$ cat config.mk
export PLATFORM = sky130hd
export DESIGN_NAME = prescaled_match_timer
export DESIGN_NICKNAME = d
export VERILOG_FILES = /design/src/rtl/ptm_pkg.sv /design/src/rtl/prescaled_match_timer.sv
export SDC_FILE = /design/constraint.sdc
export NUM_CORES = 1
export LEC_CHECK = 0
export BUFFER_PORTS_ARGS = -buffer_cell sky130_fd_sc_hd__buf_4
export CORE_ASPECT_RATIO = 0.75
export CORE_MARGIN = 2
export CORE_UTILIZATION = 55
export DETAILED_ROUTE_END_ITERATION = 12
export PLACE_DENSITY = 0.78
export SLEW_MARGIN = 25
export SYNTH_ARGS = -nofsm -noshare
export SYNTH_HDL_FRONTEND = slang
export SYNTH_SLANG_ARGS = --single-unit
$ cat constraint.sdc
create_clock -name clk_i -period 2.4 [get_ports clk_i]
set_clock_uncertainty 0.1 [all_clocks]
set_input_delay 0.24 -clock clk_i [delete_from_list [all_inputs] [get_ports clk_i]]
set_output_delay 0.24 -clock clk_i [all_outputs]
set_load 0.005 [all_outputs]
$ cat src/rtl/ptm_pkg.sv
package ptm_pkg;

  localparam int unsigned CountBits    = 16;
  localparam int unsigned Channels     = 4;
  localparam int unsigned CtlBits      = 3;
  localparam int unsigned RegBits      = 16;
  localparam int unsigned PrescaleBits = 16;
  localparam int unsigned CtrlRegBits  = CtlBits * Channels;
  localparam int unsigned OutCountBits = 16;
  localparam int unsigned CfgAddrBits  = 3;
  localparam int unsigned CfgDataBits  = 16;
  localparam int unsigned InDataBits   = 8;
  localparam int unsigned OutDataBits  = 24;

  // bit positions of one channel's control field
  localparam int unsigned CtlIrqBit   = 0;
  localparam int unsigned CtlResetBit = 1;
  localparam int unsigned CtlStopBit  = 2;

  typedef enum logic [1:0] {
    REQ_TICK   = 2'd0,
    REQ_CLEAR  = 2'd1,
    REQ_RUN    = 2'd2,
    REQ_STATUS = 2'd3
  } req_type_e;

  typedef enum logic [CfgAddrBits-1:0] {
    CFG_PRESCALE_LIMIT = 3'd0,
    CFG_MATCH_VALUE_0  = 3'd1,
    CFG_MATCH_VALUE_1  = 3'd2,
    CFG_MATCH_VALUE_2  = 3'd3,
    CFG_MATCH_VALUE_3  = 3'd4,
    CFG_MATCH_CONTROL  = 3'd5
  } cfg_addr_e;

  typedef struct packed {
    logic       count_clear;
    logic       run_enable;
    logic [3:0] clear_mask;
  } in_fields_t;

  typedef struct packed {
    logic                    running;
    logic                    irq;
    logic [Channels-1:0]     match_flags;
    logic [OutCountBits-1:0] count_value;
  } out_fields_t;

endpackage

$ cat src/rtl/prescaled_match_timer.sv
// Prescaled match timer: a 16-bit counter advanced by tick transactions on the
// slave stream, through a 16-bit prescaler, with four match channels that can
// set an interrupt flag, reset the count or stop the timer. Every slave
// transaction (tick, clear flags, run control, read status) returns exactly one
// status transaction on the master stream, valid in the cycle after acceptance.
// One transaction is taken per cycle unless the master side stalls; the state
// update and the match compare sit in a single combinational step between the
// state registers and the output register. While a result waits on the master
// side the slave side is held off; a new transaction is taken in the same cycle
// the waiting result leaves, so back-to-back transactions flow without gaps. The user
// must write match and prescale registers via the cfg port only while idle; unenforced.
module prescaled_match_timer
  import ptm_pkg::*;
(
  input  logic                   clk_i,
  input  logic                   rst_ni,

  input  logic                   cfg_valid_i,
  output logic                   cfg_ready_o,
  input  logic [CfgAddrBits-1:0] cfg_addr_i,
  input  logic [CfgDataBits-1:0] cfg_data_i,

  input  logic                   s_axis_tvalid,
  output logic                   s_axis_tready,
  // [3:0] clear_mask, [4] run_enable, [5] count_clear, [7:6] zero
  input  logic [InDataBits-1:0]  s_axis_tdata,
  // [1:0] req_type
  input  logic [1:0]             s_axis_tuser,

  output logic                   m_axis_tvalid,
  input  logic                   m_axis_tready,
  // [15:0] count_value, [19:16] match_flags, [20] irq, [21] running, [23:22] zero
  output logic [OutDataBits-1:0] m_axis_tdata
);

  logic [PrescaleBits-1:0] prescale_limit_q;
  logic [RegBits-1:0]      match_value_q [Channels];
  logic [CtrlRegBits-1:0]  match_control_q;

  logic [CountBits-1:0]    main_count_q, main_count_d;
  logic [PrescaleBits-1:0] prescale_q, prescale_d;
  logic [Channels-1:0]     flags_q, flags_d;
  logic                    run_q, run_d;

  logic                    out_valid_q, out_valid_d;
  out_fields_t             out_q, out_d;

  logic                    s_accept;
  in_fields_t              in_f;
  req_type_e               req;

  logic [Channels-1:0]     hit_flags;
  logic                    hit_reset;
  logic                    hit_stop;

  assign cfg_ready_o   = 1'b1;
  assign s_axis_tready = !out_valid_q || m_axis_tready;
  assign s_accept      = s_axis_tvalid && s_axis_tready;
  assign in_f          = in_fields_t'(s_axis_tdata[5:0]);
  assign req           = req_type_e'(s_axis_tuser);

  // configuration registers
  always_ff @(posedge clk_i or negedge rst_ni) begin
    if (!rst_ni) begin
      prescale_limit_q <= '0;
      match_control_q  <= '0;
      for (int c = 0; c < Channels; c++) begin
        match_value_q[c] <= '0;
      end
    end else if (cfg_valid_i) begin
      unique case (cfg_addr_i)
        CFG_PRESCALE_LIMIT: prescale_limit_q <= cfg_data_i[PrescaleBits-1:0];
        CFG_MATCH_VALUE_0:  match_value_q[0] <= cfg_data_i[RegBits-1:0];
        CFG_MATCH_VALUE_1:  match_value_q[1] <= cfg_data_i[RegBits-1:0];
        CFG_MATCH_VALUE_2:  match_value_q[2] <= cfg_data_i[RegBits-1:0];
        CFG_MATCH_VALUE_3:  match_value_q[3] <= cfg_data_i[RegBits-1:0];
        CFG_MATCH_CONTROL:  match_control_q  <= cfg_data_i[CtrlRegBits-1:0];
        default: ;
      endcase
    end
  end

  // match compare on the current count, per channel
  always_comb begin
    logic [CtlBits-1:0] ctl;
    hit_flags = '0;
    hit_reset = 1'b0;
    hit_stop  = 1'b0;
    for (int c = 0; c < Channels; c++) begin
      ctl = match_control_q[c*CtlBits +: CtlBits];
      if (CountBits'(match_value_q[c]) == main_count_q) begin
        hit_flags[c] = ctl[CtlIrqBit];
        hit_reset    = hit_reset | ctl[CtlResetBit];
        hit_stop     = hit_stop  | ctl[CtlStopBit];
      end
    end
  end

  always_comb begin
    main_count_d = main_count_q;
    prescale_d   = prescale_q;
    flags_d      = flags_q;
    run_d        = run_q;
    unique case (req)
      REQ_TICK: begin
        if (run_q) begin
          if (prescale_q == prescale_limit_q) begin
            prescale_d = '0;
            flags_d    = flags_q | hit_flags;
            if (hit_reset) begin
              main_count_d = '0;
            end else if (!hit_stop) begin
              main_count_d = main_count_q + CountBits'(1);
            end
            if (hit_stop) begin
              run_d = 1'b0;
            end
          end else begin
            prescale_d = prescale_q + PrescaleBits'(1);
          end
        end
      end
      REQ_CLEAR: begin
        flags_d = flags_q & ~in_f.clear_mask[Channels-1:0];
      end
      REQ_RUN: begin
        run_d = in_f.run_enable;
        if (in_f.count_clear) begin
          main_count_d = '0;
          prescale_d   = '0;
        end
      end
      REQ_STATUS: ;
      default: ;
    endcase
  end

  always_ff @(posedge clk_i or negedge rst_ni) begin
    if (!rst_ni) begin
      main_count_q <= '0;
      prescale_q   <= '0;
      flags_q      <= '0;
      run_q        <= 1'b0;
    end else if (s_accept) begin
      main_count_q <= main_count_d;
      prescale_q   <= prescale_d;
      flags_q      <= flags_d;
      run_q        <= run_d;
    end
  end

  // result register: load on accept, hold while the master side stalls
  always_comb begin
    out_d.count_value = main_count_d[OutCountBits-1:0];
    out_d.match_flags = flags_d;
    out_d.irq         = |flags_d;
    out_d.running     = run_d;
  end

  assign out_valid_d = s_accept || (out_valid_q && !m_axis_tready);

  always_ff @(posedge clk_i or negedge rst_ni) begin
    if (!rst_ni) begin
      out_valid_q <= 1'b0;
    end else begin
      out_valid_q <= out_valid_d;
    end
  end

  always_ff @(posedge clk_i) begin
    if (s_accept) begin
      out_q <= out_d;
    end
  end

  assign m_axis_tvalid = out_valid_q;
  assign m_axis_tdata  = {2'b00, out_q};

endmodule

# Word level (Yosys, flattened, before mapping)
# Cells that the tools add are included.
[totals]
register_bits = 152
input_bits = 34
out_inout_bits = 27
wordCells = 86
[classes]
addsub = 2
eq_ne = 14
n_mux = 29
n_bitwise = 9
reduce_logical = 17
[ops]
columns = ["op", "count"]
rows = [
  ["$mux 16", 8],
  ["$eq 16x16->1", 5],
  ["$pmux 16 s2", 2],
  ["$add 16x1->16 const B", 2],
  ["$mux 1", 15],
  ["$reduce_and 2->1", 6],
  ["$mux 4", 2],
  ["$pmux 4 s2", 1],
  ["$eq 3x2->1 const B", 2],
  ["$eq 3x3->1 const B", 2],
  ["$or 1x1->1", 6],
  ["$and 4x4->4", 1],
  ["$ne 2x2->1 const B", 2],
  ["$not 4->4", 1],
  ["$or 4x4->4", 1],
  ["$reduce_and 4->1", 1],
  ["$reduce_or 4->1", 1],
  ["$eq 3x1->1 const B", 1],
  ["$logic_not 3->1", 1],
  ["$eq 2x1->1 const B", 1],
  ["$eq 2x2->1 const B", 1],
  ["$logic_and 1x1->1", 2],
  ["$logic_not 1->1", 2],
  ["$logic_not 2->1", 1],
  ["other kinds (3)", 4],
]

# Depth between registers and ports, before layout
# Gate-level depths: netlist (run 1).
[depth]
word_depth = 13
mapped_depth = 10
ltp_nobuf = 8

# Worst setup path before layout (run 1)
# OpenSTA, ideal clock, no wires.
[synth_path]
path_kind = "reg2reg"
startpoint = "register main_count_q[7]"
endpoint = "register out_q, in the netlist m_axis_tdata[7], data pin"
setup_ns = 0.276
arrival_time_ns = 1.979
t_required_ns = 2.024
setup_slack_ns = 0.045
path_stages_with_launch = 11
path_buffers = 3
synth_period_minus_slack_ns = 2.355
cell_sequence = "dfrtp_1 buf_6 xnor2_1 nand4_1 nor4_4 a22o_2 o21ai_2 buf_6 buf_6 o2111ai_1 o221ai_1"
[synth_between]
elab_chain_len = 13
word_cells_on_any_way = 25
classes_between = "add/sub (1); eq/ne (4); mux (14); bitwise (6)"
[synth_lines]
columns = ["element", "line", "text"]
rows = [
  ["start, declared", "prescaled_match_timer.sv:40", "logic [CountBits-1:0] main_count_q, main_count_d;"],
  ["start signal, assigned", "prescaled_match_timer.sv:145", "main_count_q <= main_count_d;"],
  ["$eq 16x16->1", "prescaled_match_timer.sv:91", "if (CountBits'(match_value_q[c]) == main_count_q) begin"],
  ["$mux 1", "prescaled_match_timer.sv:91", ""],
  ["$or 1x1->1", "prescaled_match_timer.sv:94", "hit_stop = hit_stop | ctl[CtlStopBit];"],
  ["$mux 1", "prescaled_match_timer.sv:91", ""],
  ["$or 1x1->1", "prescaled_match_timer.sv:94", ""],
  ["$mux 1", "prescaled_match_timer.sv:91", ""],
  ["$or 1x1->1", "prescaled_match_timer.sv:94", ""],
  ["$mux 1", "prescaled_match_timer.sv:91", ""],
  ["$mux 16", "prescaled_match_timer.sv:112", "end else if (!hit_stop) begin"],
  ["$mux 16", "prescaled_match_timer.sv:110", "if (hit_reset) begin"],
  ["$mux 16", "prescaled_match_timer.sv:107", "if (prescale_q == prescale_limit_q) begin"],
  ["$mux 16", "prescaled_match_timer.sv:106", "if (run_q) begin"],
  ["$pmux 16 s2 (*)", "prescaled_match_timer.sv:104", "unique case (req)"],
  ["named net main_count_d[7]", "prescaled_match_timer.sv:40", ""],
  ["end signal, assigned", "prescaled_match_timer.sv:172", "out_q <= out_d;"],
  ["end, declared", "prescaled_match_timer.sv:46", "out_fields_t out_q, out_d;"],
]
# Mark *: on every way through the listed nets, which the timed path passes. The rest lies on a longest branch.
# A chain may end at the register's enable or synchronous reset.

# Final worst setup path (run 1)
[layout_path]
startpoint = "register main_count_q[1]"
endpoint = "register out_q, in the netlist m_axis_tdata[14], data pin"
[layout_between]
elab_chain_len = 13
word_cells_on_any_way = 24
classes_between = "add/sub (1); eq/ne (4); mux (13); bitwise (6)"
[layout_lines]
columns = ["element", "line"]
rows = [
  ["$eq 16x16->1", "prescaled_match_timer.sv:91"],
  ["$mux 1", "prescaled_match_timer.sv:91"],
  ["$or 1x1->1", "prescaled_match_timer.sv:94"],
  ["$mux 1", "prescaled_match_timer.sv:91"],
  ["$or 1x1->1", "prescaled_match_timer.sv:94"],
  ["$mux 1", "prescaled_match_timer.sv:91"],
  ["$or 1x1->1", "prescaled_match_timer.sv:94"],
  ["$mux 1", "prescaled_match_timer.sv:91"],
  ["$mux 16", "prescaled_match_timer.sv:112"],
  ["$mux 16 (*)", "prescaled_match_timer.sv:110"],
  ["$mux 16 (*)", "prescaled_match_timer.sv:107"],
  ["$mux 16 (*)", "prescaled_match_timer.sv:106"],
  ["$pmux 16 s2 (*)", "prescaled_match_timer.sv:104"],
  ["named net main_count_d[14]", "prescaled_match_timer.sv:40"],
]
# Marked as above.

==> run summary, run 1 <==
Nets - 876
slowest library cell on the worst path - nor4_4
Pint - 5.282 mW
R2R depth - 10
Required @ worst endpoint - 2.46 ns
Core Area - 14360 um^2
CP startpoint kind - flop
crit end category - flop
area leader, netlist - dfrtp_1
simple-gate share of the synthesized area - 13.79%
Synth area leaders - dfrtp_1, mux2_2, edfxtp_1
min Tclk post-route - 2.635 ns
predominant post-synthesis flop cell - dfrtp_1
post-synthesis compound-gate area fraction - 10.16%
Final WS setup - -0.2352 ns
max-slew violation count - 0
Final Non-Filler Cells - 1054
# IOs - 61
Async S/R FF share, synth - 85.53%
Worst Hold Launch - cfg_data_i[10]
worst hold slack - 0.01548 ns
Post-synth EDFFs - 22
GR Overflow Total - 0
max_cap viols - 0
H-tree depth - 4
worst-path fanout max - 5
Die Height - 108.6 um
clk sinks - 152
layout cells sized above 1 - 48.18%
Syn. warnings - 0
Pwr Density - 687.2 nW/um^2
global-route wire length before repair - 35740 um
combinational share of power - 19.2%
final period utilization - 109.8%
vias per cell - 6.273
unrepaired setup endpoints after global routing - true
I/O Buffers - 55
Reg clk slew, reported paths - 0.06 ns
cell mode on critical path - a31oi_2
Seq pwr share - 45.9%
post-synth top area share - 40.51%
Hold/Removal Path Class - input port to flop
Critical R2R Capture - m_axis_tdata[14]$_DFFE_PP_
initial antenna violation count - 1
critical path type - flop to flop
synthesized cell area - 8030 um^2
synth cell count leaders - dfrtp_1, mux2_2, xnor2_1
status - finished, violations left
Routed Antenna Nets - 0
Synth Register Bits - 152
Max Clk Rate - 0.3795 GHz
R2R Setup Slk - -0.24 ns
largest net degree at the start of global routing - 56
Fillers - 898
Post-Synth XOR/XNOR Area - 9.115%
vias - 6612
die width - 143.5 um
drc violations - 0
dominant cell by count in the synthesized netlist - dfrtp_1
Leakage - 4.495 nW
drt first pass iters - 5
Worst slew margin - 64.93%
Hold Path End - match_value_q[10]$_DFFE_PN0P_
DRT iter0 DRCs - 661
# setup viols final - 33
Mean Syn Cell Area - 11.65 um^2
hold path cells - 2
all-layer global routing usage - 30.92%
initial core utilization - 55.93%
final hold violation count - 0
largest family of logic cells by synthesized area - simple AND/OR/NAND/NOR gates
Adder-Cell Fraction of Synth Area - 0.3116%
crit path cell chain - buf_12 -> xnor2_4 -> nand4_1 -> nor4_4 -> buf_4 -> a22o_4 -> o21ai_4 -> buf_6 -> a31oi_2 -> a31oi_2
CP peak stage delay - 0.43 ns
Worst VDD drop - 0.6330 mV
FF-to-FF Start - main_count_q[1]$_DFFE_PN0P_
Max clock buf depth - 2
sequential share of the synthesized area - 48.74%
CTS tree - built
routability cong. - 0.9563
Worst-Skew Late Latency - 0.43 ns
Power, Total - 7.343 mW
CTS Root Buffer Type - clkbuf_16
Layout area overhead - 33.06%
mux contribution to synthesized area - 13.40%
final WL - 24340 um
switching power share of the total - 28.07%
Switch Pwr - 2.061 mW
Worst Tran Pin Value - 0.5261 ns
DP HPWL - 15210 um
Placed Instances - 980
Syn Inst Count - 689
failing checks - negative setup slack
row cnt - 38
Crit path arrival time - 2.70 ns
clock group share of total power - 35.0%
number of global-route vias before repair - 6342
drt wl/cell - 23.09 um
Num CTS Buffers - 17
Cell variety after synth - 65
die area - 15590 um^2
==> worst max-delay path, delay by kind of cell, from the launching register on <==
kind	cells	cell delay [ns]
AND/OR/NAND/NOR	2	0.67
buffers and inverters	3	0.48
flip-flops	1	0.40
AO/OA/AOI/OAI	4	0.57
XOR/XNOR	1	0.13
==> how the worst max path moves through the flow <==
stage | slack [ns] | start | depth (start not counted) | end
6_report | -0.24 | main_count_q[1]$_DFFE_PN0P_ | 10 | m_axis_tdata[14]$_DFFE_PP_
5_1_grt | -0.38 | main_count_q[5]$_DFFE_PN0P_ | 9 | m_axis_tdata[14]$_DFFE_PP_
4_1_cts | -0.10 | main_count_q[3]$_DFFE_PN0P_ | 8 | m_axis_tdata[6]$_DFFE_PP_
3_5_place_dp | -0.37 | main_count_q[0]$_DFFE_PN0P_ | 7 | main_count_q[5]$_DFFE_PN0P_
3_3_place_gp | -0.28 | main_count_q[0]$_DFFE_PN0P_ | 7 | main_count_q[5]$_DFFE_PN0P_
2_1_floorplan | 0.05 | main_count_q[7]$_DFFE_PN0P_ | 10 | m_axis_tdata[7]$_DFFE_PP_
==> what timing repair did <==
action / CTS / global route
endpoints found under the setup margin: 35 / 54
pin swaps: 54 / 43
endpoints found under the hold margin: 41 / 0
setup buffers: 14 / 21
gates cloned: 3 / 0
resized for setup: 65 / 65
hold buffers: 5 / 0
==> final cells by class <==
cell class / count / area, um^2 / area share, %
antenna: 1 / 2.502 / 0.02342
clock buffer: 24 / 513.0 / 4.801
clock inverter: 8 / 61.31 / 0.5738
inverter: 11 / 41.29 / 0.3864
multi-input combinational: 483 / 4394 / 41.12
sequential: 152 / 3934 / 36.82
tap: 200 / 250.2 / 2.342
timing repair buffer: 175 / 1489 / 13.93
==> through the flow <==
step                worst slack (ns)  area (um^2)  setup TNS (ns)  util, %
floorplan                    0.04533         8034               0        -
global placement             -0.2798         9086          -2.970    63.28
detailed placement           -0.3690         9086          -5.022    63.28
CTS                          -0.1031        10150          -1.726    70.70
global route                 -0.3850        10680          -8.460    74.40
finish                       -0.2352        10690          -5.235    74.42
==> power by group through the flow <==
stage	Clock (mW)	Sequential, mW	Combinational, mW
final	2.57	3.37	1.41
after global routing	2.71	3.41	1.51
after CTS	2.59	3.34	1.30
after detailed placement	0	3.36	1.24
after global placement	0	3.33	1.19
after floorplan	0	3.27	0.847
==> sequential cells by signal, indices dropped and copies added (netlist names) <==
register	count
run_q	1
m_axis_tdata	22
prescale_q	16
m_axis_tvalid	1
main_count_q	16
match_control_q	12
prescale_limit_q	16
flags_q	4
match_value_q	64
==> kinds of logic after synthesis <==
logic type	after synthesis
AO/OA/AOI/OAI	118
XOR/XNOR	81
adder cells (fa/ha/maj)	2
buffers and inverters	58
flip-flops	152
multiplexers	96
other	2
AND/OR/NAND/NOR	180
==> layout by cell type, fill, tap and decap left out, types with 4 or more instances in the layout <==
cell,count
buf_4,142
dfrtp_1,114
mux2_2,92
nand2_1,49
xnor2_1,46
nand4_1,25
a31oi_1,25
o21ai_0,25
edfxtp_1,22
nand3_1,20
buf_6,20
clkbuf_16,18
xnor2_2,17
and3_1,16
dfrtp_2,16
xor2_1,12
nor2_1,12
inv_1,11
nor4_4,7
buf_12,7
a31oi_2,6
a31oi_4,6
o211ai_1,6
xor2_2,5
o21ai_4,5
a41oi_2,5
o21ai_1,5
dlygate4sd3_1,5
nand3b_1,4
nor3_2,4
or3_1,4
mux2i_1,4
clkbuf_8,4
clkinv_4,4
==> routing by layer <==
metal / track usage [%] / wire length, um / part of all wire [%]
met1: 43.09 / 9912 / 41
met2: 47.48 / 11430 / 47
met3: 7.993 / 2287 / 9.4
met4: 10.71 / 710 / 2.9
met5: 0 / 0 / 0
Note: power is estimated with default switching activity, not from simulation.
==> run 2, diff against run 1 <==
--- a/config.mk
+++ b/config.mk
@@ -7,7 +7,6 @@
 export LEC_CHECK = 0
 export BUFFER_PORTS_ARGS = -buffer_cell sky130_fd_sc_hd__buf_4
 export CORE_ASPECT_RATIO = 0.75
-export CORE_MARGIN = 2
 export CORE_UTILIZATION = 55
 export DETAILED_ROUTE_END_ITERATION = 12
 export PLACE_DENSITY = 0.78
@@ -15,3 +14,4 @@
 export SYNTH_ARGS = -nofsm -noshare
 export SYNTH_HDL_FRONTEND = slang
 export SYNTH_SLANG_ARGS = --single-unit
+export TNS_END_PERCENT = 20
==> constraint.sdc (replaced) <==
create_clock -name clk_i -period 2.4 [get_ports clk_i]
set_clock_uncertainty 0.1 [all_clocks]
set_input_delay 0.48 -clock clk_i [delete_from_list [all_inputs] [get_ports clk_i]]
set_output_delay 0.48 -clock clk_i [all_outputs]
set_load 0.005 [all_outputs]
==> run summary, run 2 (same netlist as run 1, synthesis figures left out) <==
Hold/Removal Path Class - input port to flop
slowest library cell on the worst path - dfrtp_2
M1 GR Usage - 41.79%
final period utilization - 108.1%
drt first pass iters - 7
Placed Instances - 979
Crit path buffers/inverters - 3
die width - 141.5 um
Num CTS Buffers - 17
Pwr Density - 724.4 nW/um^2
Inserted Diodes - 0
Nets - 853
Crit path arrival time - 2.83 ns
most common cell after layout, fill and taps aside - buf_4
CP delay by family, top - compound AO/OA/AOI/OAI gates
global-route wire length before repair - 35100 um
Layout area overhead - 25.09%
clock group share of total power - 36.1%
post-route cell area - 10040 um^2
initial core utilization - 57.44%
final hold violation count - 0
drc violations - 0
Seq pwr share - 46.1%
CP peak stage delay - 0.51 ns
all-layer global routing usage - 31.30%
CTS Root Buffer Type - clkbuf_16
DP HPWL - 15210 um
Fillers - 929
max FFs per register - 64
# IOs - 61
number of global-route vias before repair - 6259
Switch Pwr - 2.079 mW
I/O Buffers - 55
Top reg by flops - match_value_q
cell mode on critical path - buf_4
H-tree depth - 4
largest net degree at the start of global routing - 53
Placed Area - 9085 um^2
DRT iter0 DRCs - 722
Final WS setup - -0.1938 ns
Leakage - 4.232 nW
unrepaired setup endpoints after global routing - true
Max clock buf depth - 2
Setup TNS Final - -2.736 ns
failing checks - negative setup slack
Final Non-Filler Cells - 1025
crit end category - flop
vias per cell - 6.156
min Tclk post-route - 2.594 ns
initial antenna violation count - 0
vias - 6310
max_cap viols - 0
switching power share of the total - 28.57%
routability cong. - 0.9023
Max Clk Rate - 0.3855 GHz
grt peak-use layer - met2
status - finished, violations left
final WL - 22450 um
Worst-Skew Late Latency - 0.43 ns
drt wl/cell - 21.90 um
max-slew violation count - 0
# setup viols final - 30
row cnt - 37
Pint - 5.198 mW
Worst VDD drop - 0.6040 mV
Core Util, Final - 71.85%
layout cells sized above 1 - 43.25%
most frequent cells in the layout - buf_4, dfrtp_1, mux2_2
GR Overflow Total - 0
Routed Antenna Nets - 0
Core Area - 13980 um^2
CP startpoint kind - flop
crit path cell chain - xnor2_2 -> nand4_1 -> nor4_4 -> buf_4 -> a22o_4 -> buf_4 -> o21a_4 -> buf_4 -> or3_1 -> a31oi_1
clk sinks - 152
met3 GRT Util - 7.950%
Worst Tran Pin Value - 0.5528 ns
CTS tree - built
grt met2 use - 50.91%
worst-path fanout max - 5
critical path type - flop to flop
Reg clk slew, reported paths - 0.07 ns
combinational share of power - 17.8%
die area - 15090 um^2
Die Height - 106.6 um
Required @ worst endpoint - 2.63 ns
Worst slew margin - 63.14%
-- run 2: cell count changes in the layout (fill, tap and decap cells not counted), moves of 6 or more --
cell     previous run  this run
xnor2_1            46        52
a31oi_4             6         0
a31oi_1            25        31
buf_4             142       149
buf_6              20         2
-- run 2: path summary, 6_finish.rpt --
path | start | to | slack (ns) | cells after the start
setup / recovery | main_count_q[5]$_DFFE_PN0P_ | main_count_q[9]$_DFFE_PN0P_ | -0.19 | 10
hold / removal | s_axis_tvalid | m_axis_tvalid$_DFF_PN0_ | 0.16 | 2
setup reg to reg | main_count_q[5]$_DFFE_PN0P_ | main_count_q[9]$_DFFE_PN0P_ | -0.19 | 10
hold reg to reg | flags_q[1]$_DFFE_PN0P_ | flags_q[1]$_DFFE_PN0P_ | 0.39 | 2
max in group asynchronous | rst_ni | match_value_q[39]$_DFFE_PN0P_ | 1.08 | 3
min in group asynchronous | rst_ni | prescale_q[8]$_DFFE_PN0P_ | 0.45 | 2
-- run 2: layer usage --
layer	vias up	wire [um]	part of all wire, %
met4	0	437	1.9
li1	2801	-	-
met3	46	1874	8.3
met5	-	0	0
met1	3171	9318	42
met2	292	10820	48
-- run 2: through the flow --
stage | setup slack (ns) | total power [mW] | hold WS [ns]
floorplan | 0.04533 | 4.120 | 0.08441
global placement | -0.3322 | 4.487 | 0.3577
detailed placement | -0.4654 | 4.582 | 0.3660
CTS | -0.1549 | 7.246 | 0.1554
global route | -0.2420 | 7.570 | 0.1485
finish | -0.1938 | 7.277 | 0.1600
-- run 2: worst reg2reg max path, cell delays in order (launching register included) --
cell and delay, ns:
dfrtp_2 0.51, xnor2_2 0.17, nand4_1 0.19, nor4_4 0.05, buf_4 0.17, a22o_4 0.28, buf_4 0.15, o21a_4 0.23
buf_4 0.13, or3_1 0.32, a31oi_1 0.21
-- run 2: power groups by stage --
| stage | combinational (mW) | clock (mW) | sequential [mW] |
|---|---|---|---|
| floorplan | 0.847 | 0 | 3.27 |
| detailed placement | 1.21 | 0 | 3.37 |
| finish | 1.30 | 2.62 | 3.36 |
| CTS | 1.27 | 2.64 | 3.34 |
| global route | 1.40 | 2.77 | 3.40 |
| global placement | 1.15 | 0 | 3.33 |
-- run 2: final cells by class --
class                      count  area, um^2  area share [%]
sequential                   152        3933           39.15
clock inverter                14       136.4           1.358
tap                          195       244.0           2.429
multi-input combinational    481        4060           40.42
timing repair buffer         154        1191           11.86
clock buffer                  18       439.2           4.372
inverter                      11       41.29          0.4111
-- run 2: what timing repair did --
item,in CTS,in global routing
resized for setup,36,22
pin swaps,30,18
setup endpoints to repair,40,38
hold endpoints to repair,28,0
hold buffers,1,0
cloned,0,1
buffers inserted,5,7
